## src/rtl/core/srfs_pkg.sv

```systemverilog
// Servo relay fire sequencer package: widths, codes, reset values and scaling
// constants shared by the interfaces, controller, datapath and top level.
// No dependencies.
package srfs_pkg;

    // Field widths
    localparam int ANGLE_W    = 8;
    localparam int TIME_W     = 32;
    localparam int DELAY_W    = 16;
    localparam int INTERVAL_W = 10;
    localparam int FUNC_W     = 2;
    localparam int PHASE_W    = 2;
    localparam int CFG_W      = 16;
    localparam int IDX_W      = 3;

    // Angle limit and pulse width scaling
    localparam logic [ANGLE_W-1:0] ANGLE_MAX = 8'd180;
    localparam int PULSE_MAX_US = 2400;
    localparam int US_W = $clog2(PULSE_MAX_US + 1);
    localparam logic [US_W-1:0] PULSE_MIN_US = 12'd500;
    localparam int PWM_PERIOD_US = 20000;

    // angle * 1900 / 180 == angle * 95 / 9; divide by 9 with a reciprocal
    localparam int US_SHIFT   = 19;
    localparam int US_MAGIC_W = 23;
    localparam logic [US_MAGIC_W-1:0] US_MAGIC =
        US_MAGIC_W'((((1 << US_SHIFT) + 8) / 9) * 95);
    localparam int US_PROD_W  = ANGLE_W + US_MAGIC_W;

    // Input function codes
    localparam logic [FUNC_W-1:0] FUNC_TICK  = 2'd0;
    localparam logic [FUNC_W-1:0] FUNC_START = 2'd1;
    localparam logic [FUNC_W-1:0] FUNC_HOME  = 2'd2;

    // Configuration register indexes
    localparam logic [IDX_W-1:0] REG_HOME_ANGLE    = 3'd0;
    localparam logic [IDX_W-1:0] REG_POSITION_A    = 3'd1;
    localparam logic [IDX_W-1:0] REG_POSITION_B    = 3'd2;
    localparam logic [IDX_W-1:0] REG_COOLDOWN      = 3'd3;
    localparam logic [IDX_W-1:0] REG_RELAY_DELAY1  = 3'd4;
    localparam logic [IDX_W-1:0] REG_RELAY_DELAY2  = 3'd5;
    localparam logic [IDX_W-1:0] REG_STEP_DEGREES  = 3'd6;
    localparam logic [IDX_W-1:0] REG_STEP_INTERVAL = 3'd7;

    // Configuration reset values
    localparam logic [ANGLE_W-1:0]    HOME_ANGLE_RST    = 8'd90;
    localparam logic [ANGLE_W-1:0]    POSITION_A_RST    = 8'd30;
    localparam logic [ANGLE_W-1:0]    POSITION_B_RST    = 8'd150;
    localparam logic [DELAY_W-1:0]    COOLDOWN_RST      = 16'd1000;
    localparam logic [DELAY_W-1:0]    RELAY_DELAY1_RST  = 16'd200;
    localparam logic [DELAY_W-1:0]    RELAY_DELAY2_RST  = 16'd200;
    localparam logic [ANGLE_W-1:0]    STEP_DEGREES_RST  = 8'd2;
    localparam logic [INTERVAL_W-1:0] STEP_INTERVAL_RST = 10'd10;

    // Sequence phase
    typedef enum logic [PHASE_W-1:0] {
        PH_IDLE  = 2'd0,
        PH_MOVE  = 2'd1,
        PH_WAIT1 = 2'd2,
        PH_WAIT2 = 2'd3
    } phase_t;

    // Controller states
    typedef enum logic [1:0] {
        ST_IDLE,
        ST_PULSE,
        ST_PRODUCT,
        ST_DUTY
    } ctrl_state_t;

    // Controller to datapath commands
    typedef struct packed {
        logic accept;
        logic pulse_en;
        logic prod_en;
        logic load_out;
    } ctrl_cmd_t;

    // Clamp an angle register to the servo range
    function automatic logic [ANGLE_W-1:0] clamp_angle(input logic [ANGLE_W-1:0] a);
        logic [ANGLE_W-1:0] r;
        r = (a > ANGLE_MAX) ? ANGLE_MAX : a;
        return r;
    endfunction

endpackage

```

## src/rtl/core/srfs_if.sv

```systemverilog
// Valid/ready channel interfaces for sequencer events and results.
// Depends on srfs_pkg for field widths.
interface srfs_in_if;
    logic                           valid;
    logic                           ready;
    logic [srfs_pkg::FUNC_W-1:0]    func;
    logic [srfs_pkg::TIME_W-1:0]    now_ms;
    logic                           dead;

    modport source (output valid, output func, output now_ms, output dead, input ready);
    modport sink   (input valid, input func, input now_ms, input dead, output ready);
endinterface

interface srfs_out_if #(
    parameter int PWM_BITS = 14
);
    logic                           valid;
    logic                           ready;
    logic                           start_accepted;
    logic                           firing;
    logic [srfs_pkg::PHASE_W-1:0]   phase;
    logic                           relay1_on;
    logic                           relay2_on;
    logic [srfs_pkg::ANGLE_W-1:0]   servo_angle;
    logic [PWM_BITS-1:0]            servo_duty;

    modport source (
        output valid, output start_accepted, output firing, output phase,
        output relay1_on, output relay2_on, output servo_angle, output servo_duty,
        input ready
    );
    modport sink (
        input valid, input start_accepted, input firing, input phase,
        input relay1_on, input relay2_on, input servo_angle, input servo_duty,
        output ready
    );
endinterface

```

## src/rtl/core/srfs_ctrl.sv

```systemverilog
// Sequencer controller: accepts one event beat, steps the datapath through
// the duty scaling stages and owns the result valid flag. Depends on srfs_pkg.
module srfs_ctrl (
    input  logic                clk,
    input  logic                rst_n,
    input  logic                in_valid,
    output logic                in_ready,
    output logic                out_valid,
    input  logic                out_ready,
    output srfs_pkg::ctrl_cmd_t cmd
);

    srfs_pkg::ctrl_state_t state_reg;
    srfs_pkg::ctrl_state_t state_next;
    logic                  out_valid_reg;
    logic                  out_valid_next;
    logic                  out_free;

    assign out_free = !out_valid_reg || out_ready;

    // Advance state
    always_comb
    begin
        state_next = state_reg;
        unique case (state_reg)
            srfs_pkg::ST_IDLE:
            begin
                if (in_valid)
                    state_next = srfs_pkg::ST_PULSE;
            end
            srfs_pkg::ST_PULSE:   state_next = srfs_pkg::ST_PRODUCT;
            srfs_pkg::ST_PRODUCT: state_next = srfs_pkg::ST_DUTY;
            srfs_pkg::ST_DUTY:
            begin
                if (out_free)
                    state_next = srfs_pkg::ST_IDLE;
            end
            default: state_next = srfs_pkg::ST_IDLE;
        endcase
    end

    // Drive commands
    always_comb
    begin
        in_ready     = 1'b0;
        cmd.accept   = 1'b0;
        cmd.pulse_en = 1'b0;
        cmd.prod_en  = 1'b0;
        cmd.load_out = 1'b0;
        unique case (state_reg)
            srfs_pkg::ST_IDLE:
            begin
                in_ready   = 1'b1;
                cmd.accept = in_valid;
            end
            srfs_pkg::ST_PULSE:   cmd.pulse_en = 1'b1;
            srfs_pkg::ST_PRODUCT: cmd.prod_en  = 1'b1;
            srfs_pkg::ST_DUTY:    cmd.load_out = out_free;
            default: ;
        endcase
    end

    // Hold the result until the sink takes it
    always_comb
    begin
        out_valid_next = out_valid_reg;
        if (cmd.load_out)
            out_valid_next = 1'b1;
        else if (out_ready)
            out_valid_next = 1'b0;
    end

    always_ff @(posedge clk or negedge rst_n)
    begin
        if (!rst_n)
        begin
            state_reg     <= srfs_pkg::ST_IDLE;
            out_valid_reg <= 1'b0;
        end
        else
        begin
            state_reg     <= state_next;
            out_valid_reg <= out_valid_next;
        end
    end

    assign out_valid = out_valid_reg;

endmodule

```

## src/rtl/core/srfs_dp.sv

```systemverilog
// Sequencer datapath: configuration registers, phase and servo state,
// pulse width and duty scaling stages, result register. Depends on srfs_pkg.
module srfs_dp #(
    parameter int PWM_BITS = 14
) (
    input  logic                            clk,
    input  logic                            rst_n,
    input  srfs_pkg::ctrl_cmd_t             cmd,
    input  logic                            wr_en,
    input  logic [srfs_pkg::IDX_W-1:0]      wr_index,
    input  logic [srfs_pkg::CFG_W-1:0]      wr_data,
    input  logic [srfs_pkg::FUNC_W-1:0]     func,
    input  logic [srfs_pkg::TIME_W-1:0]     now_ms,
    input  logic                            dead,
    output logic                            start_accepted,
    output logic                            firing,
    output logic [srfs_pkg::PHASE_W-1:0]    phase,
    output logic                            relay1_on,
    output logic                            relay2_on,
    output logic [srfs_pkg::ANGLE_W-1:0]    servo_angle,
    output logic [PWM_BITS-1:0]             servo_duty
);

    localparam int AW = srfs_pkg::ANGLE_W;
    localparam int TW = srfs_pkg::TIME_W;

    // Duty = pulse * (2^PWM_BITS - 1) / period, by an exact reciprocal
    localparam int PROD_W     = srfs_pkg::US_W + PWM_BITS;
    localparam int DUTY_SHIFT = PROD_W + $clog2(srfs_pkg::PWM_PERIOD_US);
    localparam int MUL_W      = PROD_W + 1;
    localparam int DUTY_W     = DUTY_SHIFT + PWM_BITS;
    localparam logic [63:0] DUTY_MAGIC_WIDE =
        ((64'd1 << DUTY_SHIFT) + 64'(srfs_pkg::PWM_PERIOD_US) - 64'd1)
        / 64'(srfs_pkg::PWM_PERIOD_US);
    localparam logic [MUL_W-1:0]    DUTY_MAGIC = DUTY_MAGIC_WIDE[MUL_W-1:0];
    localparam logic [PWM_BITS-1:0] PWM_FULL   = '1;

    localparam logic [1:0] RELAY_OPEN = 2'b00;
    localparam logic [1:0] RELAY_ONE  = 2'b01;
    localparam logic [1:0] RELAY_BOTH = 2'b11;

    // Configuration
    logic [AW-1:0]                       home_angle_reg;
    logic [AW-1:0]                       position_a_reg;
    logic [AW-1:0]                       position_b_reg;
    logic [srfs_pkg::DELAY_W-1:0]        cooldown_reg;
    logic [srfs_pkg::DELAY_W-1:0]        relay_delay1_reg;
    logic [srfs_pkg::DELAY_W-1:0]        relay_delay2_reg;
    logic [AW-1:0]                       step_degrees_reg;
    logic [srfs_pkg::INTERVAL_W-1:0]     step_interval_reg;

    // Sequence state
    srfs_pkg::phase_t  phase_reg, phase_next;
    logic [AW-1:0]     cur_angle_reg, cur_angle_next;
    logic [AW-1:0]     tgt_angle_reg, tgt_angle_next;
    logic [TW-1:0]     last_start_reg, last_start_next;
    logic [TW-1:0]     phase_start_reg, phase_start_next;
    logic [TW-1:0]     last_step_reg, last_step_next;
    logic [1:0]        relay_reg, relay_next;
    logic              accepted_reg, accepted_next;

    // Scaling stages
    logic [srfs_pkg::US_W-1:0]  pulse_reg, pulse_next;
    logic [PROD_W-1:0]          prod_reg, prod_next;

    // Result register
    logic                       res_accepted_reg;
    logic                       res_firing_reg;
    logic [srfs_pkg::PHASE_W-1:0] res_phase_reg;
    logic [1:0]                 res_relay_reg;
    logic [AW-1:0]              res_angle_reg;
    logic [PWM_BITS-1:0]        res_duty_reg, res_duty_next;

    // Ramp and timer terms
    logic [TW-1:0]     step_gap;
    logic [TW-1:0]     phase_gap;
    logic [TW-1:0]     start_gap;
    logic              step_due;
    logic [AW:0]       up_sum;
    logic [AW-1:0]     up_angle;
    logic [AW-1:0]     dn_raw;
    logic [AW-1:0]     dn_angle;
    logic [AW-1:0]     stepped;
    logic              at_target;
    logic              ramp_done;
    logic [srfs_pkg::US_PROD_W-1:0] us_scaled;
    logic [DUTY_W-1:0]  duty_wide;

    assign step_gap  = now_ms - last_step_reg;
    assign phase_gap = now_ms - phase_start_reg;
    assign start_gap = now_ms - last_start_reg;
    assign step_due  = step_gap >= TW'(step_interval_reg);

    // Form one ramp step toward the target
    assign up_sum    = {1'b0, cur_angle_reg} + {1'b0, step_degrees_reg};
    assign up_angle  = (up_sum > {1'b0, tgt_angle_reg}) ? tgt_angle_reg : up_sum[AW-1:0];
    assign dn_raw    = (cur_angle_reg >= step_degrees_reg) ?
                       (cur_angle_reg - step_degrees_reg) : '0;
    assign dn_angle  = (dn_raw < tgt_angle_reg) ? tgt_angle_reg : dn_raw;
    assign stepped   = (cur_angle_reg < tgt_angle_reg) ? up_angle : dn_angle;
    assign at_target = cur_angle_reg == tgt_angle_reg;
    assign ramp_done = at_target || (step_due && (stepped == tgt_angle_reg));

    // Apply one event to the sequence state
    always_comb
    begin
        phase_next       = phase_reg;
        cur_angle_next   = cur_angle_reg;
        tgt_angle_next   = tgt_angle_reg;
        last_start_next  = last_start_reg;
        phase_start_next = phase_start_reg;
        last_step_next   = last_step_reg;
        relay_next       = relay_reg;
        accepted_next    = accepted_reg;
        if (cmd.accept)
        begin
            accepted_next = 1'b0;
            unique case (func)
                srfs_pkg::FUNC_TICK:
                begin
                    unique case (phase_reg)
                        srfs_pkg::PH_MOVE:
                        begin
                            if (!at_target && step_due)
                            begin
                                last_step_next = now_ms;
                                cur_angle_next = stepped;
                            end
                            if (ramp_done)
                            begin
                                relay_next       = RELAY_ONE;
                                phase_next       = srfs_pkg::PH_WAIT1;
                                phase_start_next = now_ms;
                            end
                        end
                        srfs_pkg::PH_WAIT1:
                        begin
                            if (phase_gap >= TW'(relay_delay1_reg))
                            begin
                                relay_next       = RELAY_BOTH;
                                phase_next       = srfs_pkg::PH_WAIT2;
                                phase_start_next = now_ms;
                            end
                        end
                        srfs_pkg::PH_WAIT2:
                        begin
                            if (phase_gap >= TW'(relay_delay2_reg))
                            begin
                                relay_next = RELAY_OPEN;
                                phase_next = srfs_pkg::PH_IDLE;
                            end
                        end
                        srfs_pkg::PH_IDLE: ;
                        default: ;
                    endcase
                end
                srfs_pkg::FUNC_START:
                begin
                    if (!dead && (phase_reg == srfs_pkg::PH_IDLE)
                        && (start_gap >= TW'(cooldown_reg)))
                    begin
                        last_start_next = now_ms;
                        tgt_angle_next  = srfs_pkg::clamp_angle(
                            (cur_angle_reg == position_a_reg) ? position_b_reg
                                                              : position_a_reg);
                        phase_next      = srfs_pkg::PH_MOVE;
                        accepted_next   = 1'b1;
                    end
                end
                srfs_pkg::FUNC_HOME:
                begin
                    phase_next     = srfs_pkg::PH_IDLE;
                    relay_next     = RELAY_OPEN;
                    cur_angle_next = srfs_pkg::clamp_angle(home_angle_reg);
                    tgt_angle_next = srfs_pkg::clamp_angle(home_angle_reg);
                end
                default: ;
            endcase
        end
    end

    // Scale angle to pulse microseconds, then to a duty word
    assign us_scaled  = srfs_pkg::US_PROD_W'(cur_angle_reg)
                      * srfs_pkg::US_PROD_W'(srfs_pkg::US_MAGIC);
    assign pulse_next = srfs_pkg::US_W'(us_scaled >> srfs_pkg::US_SHIFT)
                      + srfs_pkg::PULSE_MIN_US;
    assign prod_next  = PROD_W'(pulse_reg) * PROD_W'(PWM_FULL);
    assign duty_wide  = DUTY_W'(prod_reg) * DUTY_W'(DUTY_MAGIC);
    assign res_duty_next = duty_wide[DUTY_SHIFT +: PWM_BITS];

    // Configuration writes
    always_ff @(posedge clk or negedge rst_n)
    begin
        if (!rst_n)
        begin
            home_angle_reg    <= srfs_pkg::HOME_ANGLE_RST;
            position_a_reg    <= srfs_pkg::POSITION_A_RST;
            position_b_reg    <= srfs_pkg::POSITION_B_RST;
            cooldown_reg      <= srfs_pkg::COOLDOWN_RST;
            relay_delay1_reg  <= srfs_pkg::RELAY_DELAY1_RST;
            relay_delay2_reg  <= srfs_pkg::RELAY_DELAY2_RST;
            step_degrees_reg  <= srfs_pkg::STEP_DEGREES_RST;
            step_interval_reg <= srfs_pkg::STEP_INTERVAL_RST;
        end
        else if (wr_en)
        begin
            unique case (wr_index)
                srfs_pkg::REG_HOME_ANGLE:    home_angle_reg    <= wr_data[AW-1:0];
                srfs_pkg::REG_POSITION_A:    position_a_reg    <= wr_data[AW-1:0];
                srfs_pkg::REG_POSITION_B:    position_b_reg    <= wr_data[AW-1:0];
                srfs_pkg::REG_COOLDOWN:      cooldown_reg      <= wr_data;
                srfs_pkg::REG_RELAY_DELAY1:  relay_delay1_reg  <= wr_data;
                srfs_pkg::REG_RELAY_DELAY2:  relay_delay2_reg  <= wr_data;
                srfs_pkg::REG_STEP_DEGREES:  step_degrees_reg  <= wr_data[AW-1:0];
                srfs_pkg::REG_STEP_INTERVAL:
                    step_interval_reg <= wr_data[srfs_pkg::INTERVAL_W-1:0];
                default: ;
            endcase
        end
    end

    // Sequence state registers
    always_ff @(posedge clk or negedge rst_n)
    begin
        if (!rst_n)
        begin
            phase_reg       <= srfs_pkg::PH_IDLE;
            cur_angle_reg   <= srfs_pkg::HOME_ANGLE_RST;
            tgt_angle_reg   <= srfs_pkg::HOME_ANGLE_RST;
            last_start_reg  <= '0;
            phase_start_reg <= '0;
            last_step_reg   <= '0;
            relay_reg       <= RELAY_OPEN;
            accepted_reg    <= 1'b0;
        end
        else
        begin
            phase_reg       <= phase_next;
            cur_angle_reg   <= cur_angle_next;
            tgt_angle_reg   <= tgt_angle_next;
            last_start_reg  <= last_start_next;
            phase_start_reg <= phase_start_next;
            last_step_reg   <= last_step_next;
            relay_reg       <= relay_next;
            accepted_reg    <= accepted_next;
        end
    end

    // Scaling stages and result register
    always_ff @(posedge clk)
    begin
        if (cmd.pulse_en)
            pulse_reg <= pulse_next;
        if (cmd.prod_en)
            prod_reg <= prod_next;
        if (cmd.load_out)
        begin
            res_accepted_reg <= accepted_reg;
            res_firing_reg   <= phase_reg != srfs_pkg::PH_IDLE;
            res_phase_reg    <= phase_reg;
            res_relay_reg    <= relay_reg;
            res_angle_reg    <= cur_angle_reg;
            res_duty_reg     <= res_duty_next;
        end
    end

    assign start_accepted = res_accepted_reg;
    assign firing         = res_firing_reg;
    assign phase          = res_phase_reg;
    assign relay1_on      = res_relay_reg[0];
    assign relay2_on      = res_relay_reg[1];
    assign servo_angle    = res_angle_reg;
    assign servo_duty     = res_duty_reg;

endmodule

```

## src/rtl/core/servo_relay_fire_sequencer.sv

```systemverilog
// Servo relay fire sequencer top level: controller, datapath and checks.
// Depends on srfs_pkg, srfs_if, srfs_ctrl and srfs_dp.
//
// Each event beat (tick, start request or return home) gives exactly one
// result beat carrying the start flag, phase, relay drives, servo angle and
// PWM duty word after the event. The controller first takes the beat and
// updates the sequence state, then steps the datapath through the pulse
// width multiply, the full-scale product and the reciprocal multiply that
// forms the duty word. Results sit in an output register, so the next
// event is taken while a result still waits; the sequence stalls only when
// a new result is ready and the previous one has not yet been taken.
// Configuration writes should be made while no event is in flight.
module servo_relay_fire_sequencer #(
    parameter int PWM_BITS = 14
) (
    input  logic                            clk,
    input  logic                            rst_n,
    srfs_in_if.sink                         item,
    srfs_out_if.source                      result,
    input  logic                            wr_en,
    input  logic [srfs_pkg::IDX_W-1:0]      wr_index,
    input  logic [srfs_pkg::CFG_W-1:0]      wr_data
);

    srfs_pkg::ctrl_cmd_t cmd;

    srfs_ctrl u_ctrl (
        .clk       (clk),
        .rst_n     (rst_n),
        .in_valid  (item.valid),
        .in_ready  (item.ready),
        .out_valid (result.valid),
        .out_ready (result.ready),
        .cmd       (cmd)
    );

    srfs_dp #(
        .PWM_BITS (PWM_BITS)
    ) u_dp (
        .clk            (clk),
        .rst_n          (rst_n),
        .cmd            (cmd),
        .wr_en          (wr_en),
        .wr_index       (wr_index),
        .wr_data        (wr_data),
        .func           (item.func),
        .now_ms         (item.now_ms),
        .dead           (item.dead),
        .start_accepted (result.start_accepted),
        .firing         (result.firing),
        .phase          (result.phase),
        .relay1_on      (result.relay1_on),
        .relay2_on      (result.relay2_on),
        .servo_angle    (result.servo_angle),
        .servo_duty     (result.servo_duty)
    );

    // One event in flight at a time
    a_single_event: assert property (@(posedge clk) disable iff (!rst_n)
        (item.valid && item.ready) |=> !item.ready)
        else $error("event taken while another is in flight");

    // Relay two closes only with relay one, and never while idle
    a_relay_order: assert property (@(posedge clk) disable iff (!rst_n)
        result.valid |-> ((!result.relay2_on || result.relay1_on)
            && ((result.phase != srfs_pkg::PH_IDLE)
                || (!result.relay1_on && !result.relay2_on))))
        else $error("relay drive inconsistent with phase");

    // An accepted start always leaves the servo moving
    a_start_moves: assert property (@(posedge clk) disable iff (!rst_n)
        (result.valid && result.start_accepted) |->
            (result.firing && (result.phase == srfs_pkg::PH_MOVE)))
        else $error("accepted start without servo move");

endmodule

```

## src/flat_wrapper.sv

```systemverilog
// flat-port wrapper written by rule: the top's interface ports become plain ports
module servo_relay_fire_sequencer_flat 
#(
    parameter int PWM_BITS = 14
)
  (clk, rst_n, wr_en, wr_index, wr_data, item_valid, item_func, item_now_ms, item_dead, item_ready, result_valid, result_start_accepted, result_firing, result_phase, result_relay1_on, result_relay2_on, result_servo_angle, result_servo_duty, result_ready);
  srfs_in_if item_i ();
  srfs_out_if #(.PWM_BITS(PWM_BITS)) result_i ();
  input  logic clk;
  input  logic rst_n;
  input  logic wr_en;
  input  logic [srfs_pkg::IDX_W-1:0] wr_index;
  input  logic [srfs_pkg::CFG_W-1:0] wr_data;
  input wire logic [$bits(item_i.valid)-1:0] item_valid;
  input wire logic [$bits(item_i.func)-1:0] item_func;
  input wire logic [$bits(item_i.now_ms)-1:0] item_now_ms;
  input wire logic [$bits(item_i.dead)-1:0] item_dead;
  output wire logic [$bits(item_i.ready)-1:0] item_ready;
  output wire logic [$bits(result_i.valid)-1:0] result_valid;
  output wire logic [$bits(result_i.start_accepted)-1:0] result_start_accepted;
  output wire logic [$bits(result_i.firing)-1:0] result_firing;
  output wire logic [$bits(result_i.phase)-1:0] result_phase;
  output wire logic [$bits(result_i.relay1_on)-1:0] result_relay1_on;
  output wire logic [$bits(result_i.relay2_on)-1:0] result_relay2_on;
  output wire logic [$bits(result_i.servo_angle)-1:0] result_servo_angle;
  output wire logic [$bits(result_i.servo_duty)-1:0] result_servo_duty;
  input wire logic [$bits(result_i.ready)-1:0] result_ready;
  assign item_i.valid = item_valid;
  assign item_i.func = item_func;
  assign item_i.now_ms = item_now_ms;
  assign item_i.dead = item_dead;
  assign item_ready = item_i.ready;
  assign result_valid = result_i.valid;
  assign result_start_accepted = result_i.start_accepted;
  assign result_firing = result_i.firing;
  assign result_phase = result_i.phase;
  assign result_relay1_on = result_i.relay1_on;
  assign result_relay2_on = result_i.relay2_on;
  assign result_servo_angle = result_i.servo_angle;
  assign result_servo_duty = result_i.servo_duty;
  assign result_i.ready = result_ready;
  servo_relay_fire_sequencer #(.PWM_BITS(PWM_BITS)) u_core (.clk(clk), .rst_n(rst_n), .item(item_i), .result(result_i), .wr_en(wr_en), .wr_index(wr_index), .wr_data(wr_data));
endmodule
```

## config.mk

```make
export PLATFORM = sky130hd
export DESIGN_NAME = servo_relay_fire_sequencer_flat
export DESIGN_NICKNAME = d
export VERILOG_FILES = /design/src/rtl/core/srfs_pkg.sv /design/src/rtl/core/srfs_if.sv /design/src/rtl/core/srfs_ctrl.sv /design/src/rtl/core/srfs_dp.sv /design/src/rtl/core/servo_relay_fire_sequencer.sv /design/src/flat_wrapper.sv
export SDC_FILE = /design/constraint.sdc
export NUM_CORES = 2
export LEC_CHECK = 0
export ABC_AREA = 0
export BUFFER_PORTS_ARGS = -buffer_cell sky130_fd_sc_hd__buf_2
export CORE_MARGIN = 2
export CORE_UTILIZATION = 40
export DETAILED_ROUTE_END_ITERATION = 7
export PLACE_DENSITY = 0.53
export SLEW_MARGIN = 25
export SYNTH_ARGS = -nofsm -noshare
export SYNTH_HDL_FRONTEND = slang
export SYNTH_SLANG_ARGS = --single-unit
```

## constraint.sdc

```tcl
create_clock -name clk -period 13.75 [get_ports clk]
set_input_delay 2.0625 -clock clk [delete_from_list [all_inputs] [get_ports clk]]
set_output_delay 2.0625 -clock clk [all_outputs]
set_load 0.05 [all_outputs]
```

==> results.json <==
{
  "clkTransAtPathRegs_ps": 60,
  "synth_most_common_cell": "inv_1",
  "cp_cell_sequence": "ha_1, inv_1, fa_1, fa_1, fa_1, fa_1, fa_1, inv_1, fa_1, ha_1, a21o_1, a21o_1, a21oi_1, o21ai_0, a221oi_1, nor2_1, o21a_1, a41o_1, o211a_1, o21a_1, o21a_1, o41ai_1, xnor2_1",
  "cts_setup_buffers": 0,
  "drv_cap": 0,
  "ctsHoldBuffers": 0,
  "critPathMaxFanout": 7,
  "firstDrtPassIters": 5,
  "ys_warn_count": 0,
  "synth_area_leaders": "fa_1, ha_1, dfrtp_1, inv_1, edfxtp_1",
  "synth_top_area_share_pct": 21.2,
  "initial_utilization_pct": 40.4,
  "final_antenna_net_count": 0,
  "syn-instance-count": 3583,
  "synth_common_cells": "inv_1, ha_1, fa_1",
  "wirelength_um": 90000,
  "synth.avg_cell_area_um2": 10.0,
  "synth_area_leader_cell": "fa_1",
  "area_growth_pct": 8.89,
  "grt_use_total_pct": 20.1,
  "slowest_stage": "ha_1",
  "dp_cells": 4801,
  "path_class": "reg -> reg",
  "pin_count": 89,
  "hpwl_um": 75100,
  "numCtsBuffers": 40,
  "dpl_cell_area_um2": 37600,
  "die_w_um": 303,
  "cts-root-buf": "clkbuf_16",
  "hold_start": "u_core.u_dp.last_step_reg[0]",
  "synth-main-ff-cell": "dfrtp_1",
  "fin_crit_sh_pct": 58.3,
  "hold_viol": 0,
  "placementRows": 109,
  "rsz0062_at_grt": "no",
  "cts_tree": "built",
  "worstPathArrival_ps": 8350,
  "nets": 4718,
  "grt_pass1_wl_um": 144000,
  "fillerInstances": 8735,
  "cts.path.max_buffers": 3,
  "required_ps": 14080,
  "fin_tns_setup_ps": 0,
  "r2r_end": "u_core.u_dp.servo_duty[11]",
  "hold_path_depth": 2,
  "mappedNetlistArea_um2": 35800,
  "vias_per_cell": 5.07,
  "critPathLaunchType": "flip-flop",
  "critPathMostFrequentCell": "fa_1",
  "drc_errors": 0,
  "drive_gt1_share_pct": 11.5,
  "async_reset_ff_share_pct": 76.6,
  "clkLatencyLatePin_ps": 590,
  "cts_sinks": 274,
  "tightest_slew_ps": 976,
  "endpoint_kind": "flip-flop",
  "rr_startpoint": "u_core.u_dp.prod_reg[4]",
  "period_minus_slack_ps": 8010,
  "ys_seq_elements": 274,
  "seq_area_frac_synth_pct": 20.1,
  "htreeDepth": 2,
  "hold_end": "u_core.u_dp.last_step_reg[0]",
  "final_max_slew_viol_count": 0,
  "holdWs_ps": 491,
  "r2r_setup_slack_ps": 5740,
  "synth.distinct_cells": 103,
  "grt_pass1_vias": 25600,
  "die_area_um2": 92000,
  "wire_per_inst_um": 18.5,
  "reg2regPathDepth": 23,
  "gp_congestion": 0.904,
  "synth_edf_count": 64,
  "min_path_type": "reg -> reg",
  "antenna_found_initial": 10,
  "routed-via-count": 24700,
  "coreArea_um2": 88600,
  "post_cts_resized": 0,
  "grt_overflow": 0,
  "cp_slowest_stage_delay_ps": 620,
  "status": "complete, no violations",
  "grt_start_max_net_pins": 93,
  "final.setup_skew_ps": 15.2,
  "drtIter0Drc": 1234,
  "relSlewSlack_pct": 34.9,
  "layout.cells.non_filler": 4876,
  "fin_area_um2": 39000,
  "die_y_um": 303,
  "setup_viol": 0,
  "port_buffers": 86,
  "fmax_ghz": 0.125
}
-- logic make-up (layout without fill, tap and decap cells) --
group / after synthesis / after routing / share of synthesized area (%)
mux: 198 / 198 / 6.47
fa+ha+maj: 981 / 981 / 42.2
flops: 274 / 274 / 20.1
xor+xnor: 138 / 138 / 3.41
buf+inv: 875 / 1001 / 9.38
compound gates: 585 / 585 / 10.9
simple gates: 531 / 531 / 7.44
other cells: 1 / 3 / 0.0105
-- stage by stage --
step,util (%),worst slack [ps]
5_1_grt,44.0,5270
4_1_cts,44.0,5710
2_1_floorplan,-,6560
6_report,44.0,5740
3_3_place_gp,42.4,5890
3_5_place_dp,42.4,5750
-- worst max-delay path, delay by kind of cell, from the launching register on --
kind | cells | cell delay, ps
buffers and inverters | 2 | 170
XOR/XNOR | 1 | 100
AND/OR/NAND/NOR | 1 | 80
adder cells (fa/ha/maj) | 8 | 3970
flip-flops | 1 | 590
AO/OA/AOI/OAI | 11 | 2830
-- worst max-delay path by stage --
stage                                       endpoint  depth (start not counted)                     start  slack, ps
after detailed placement  u_core.u_dp.servo_duty[11]                         25   u_core.u_dp.prod_reg[6]       5750
after global placement    u_core.u_dp.servo_duty[11]                         27  u_core.u_dp.prod_reg[15]       5890
after floorplan           u_core.u_dp.servo_duty[11]                         25  u_core.u_dp.prod_reg[20]       6560
final                     u_core.u_dp.servo_duty[11]                         23   u_core.u_dp.prod_reg[4]       5740
after global routing      u_core.u_dp.servo_duty[11]                         25   u_core.u_dp.prod_reg[6]       5270
after CTS                 u_core.u_dp.servo_duty[11]                         25   u_core.u_dp.prod_reg[6]       5710
-- routing by layer --
metal,track usage (%),vias up,share of wire [%]
met2,34.0,359,48
li1,-,12100,-
met1,26.7,12200,46
met3,3.42,103,4.1
met4,5.10,6,2.6
met5,0,-,0.046
-- cell usage in the layout, fill, tap and decap left out, drive strengths merged, types with 39 or more instances in the layout --
cell type and count:
xnor2 97, clkbuf 50, o21a 44, a21o 66, o21ai 130, fa 380, xor2 40, nor2 141
nand3 40, buf 100, edfxtp 64, nand2 125, nand4 39, a21oi 141, inv 831, dfrtp 175
ha 601, mux2 180
-- area by class of cell --
cell class / count / area (um2) / area share (%)
tap: 1165 / 1460 / 3.73
multi-input combinational: 2435 / 25300 / 64.8
timing repair buffer: 100 / 553 / 1.42
sequential: 274 / 7220 / 18.5
inverter: 827 / 3100 / 7.95
clock buffer: 50 / 1090 / 2.79
antenna: 1 / 2.50 / 0.00641
clock inverter: 24 / 330 / 0.846
Power is not shown: default switching activity piles up to over one toggle a cycle in this logic, so the estimate is an artifact.
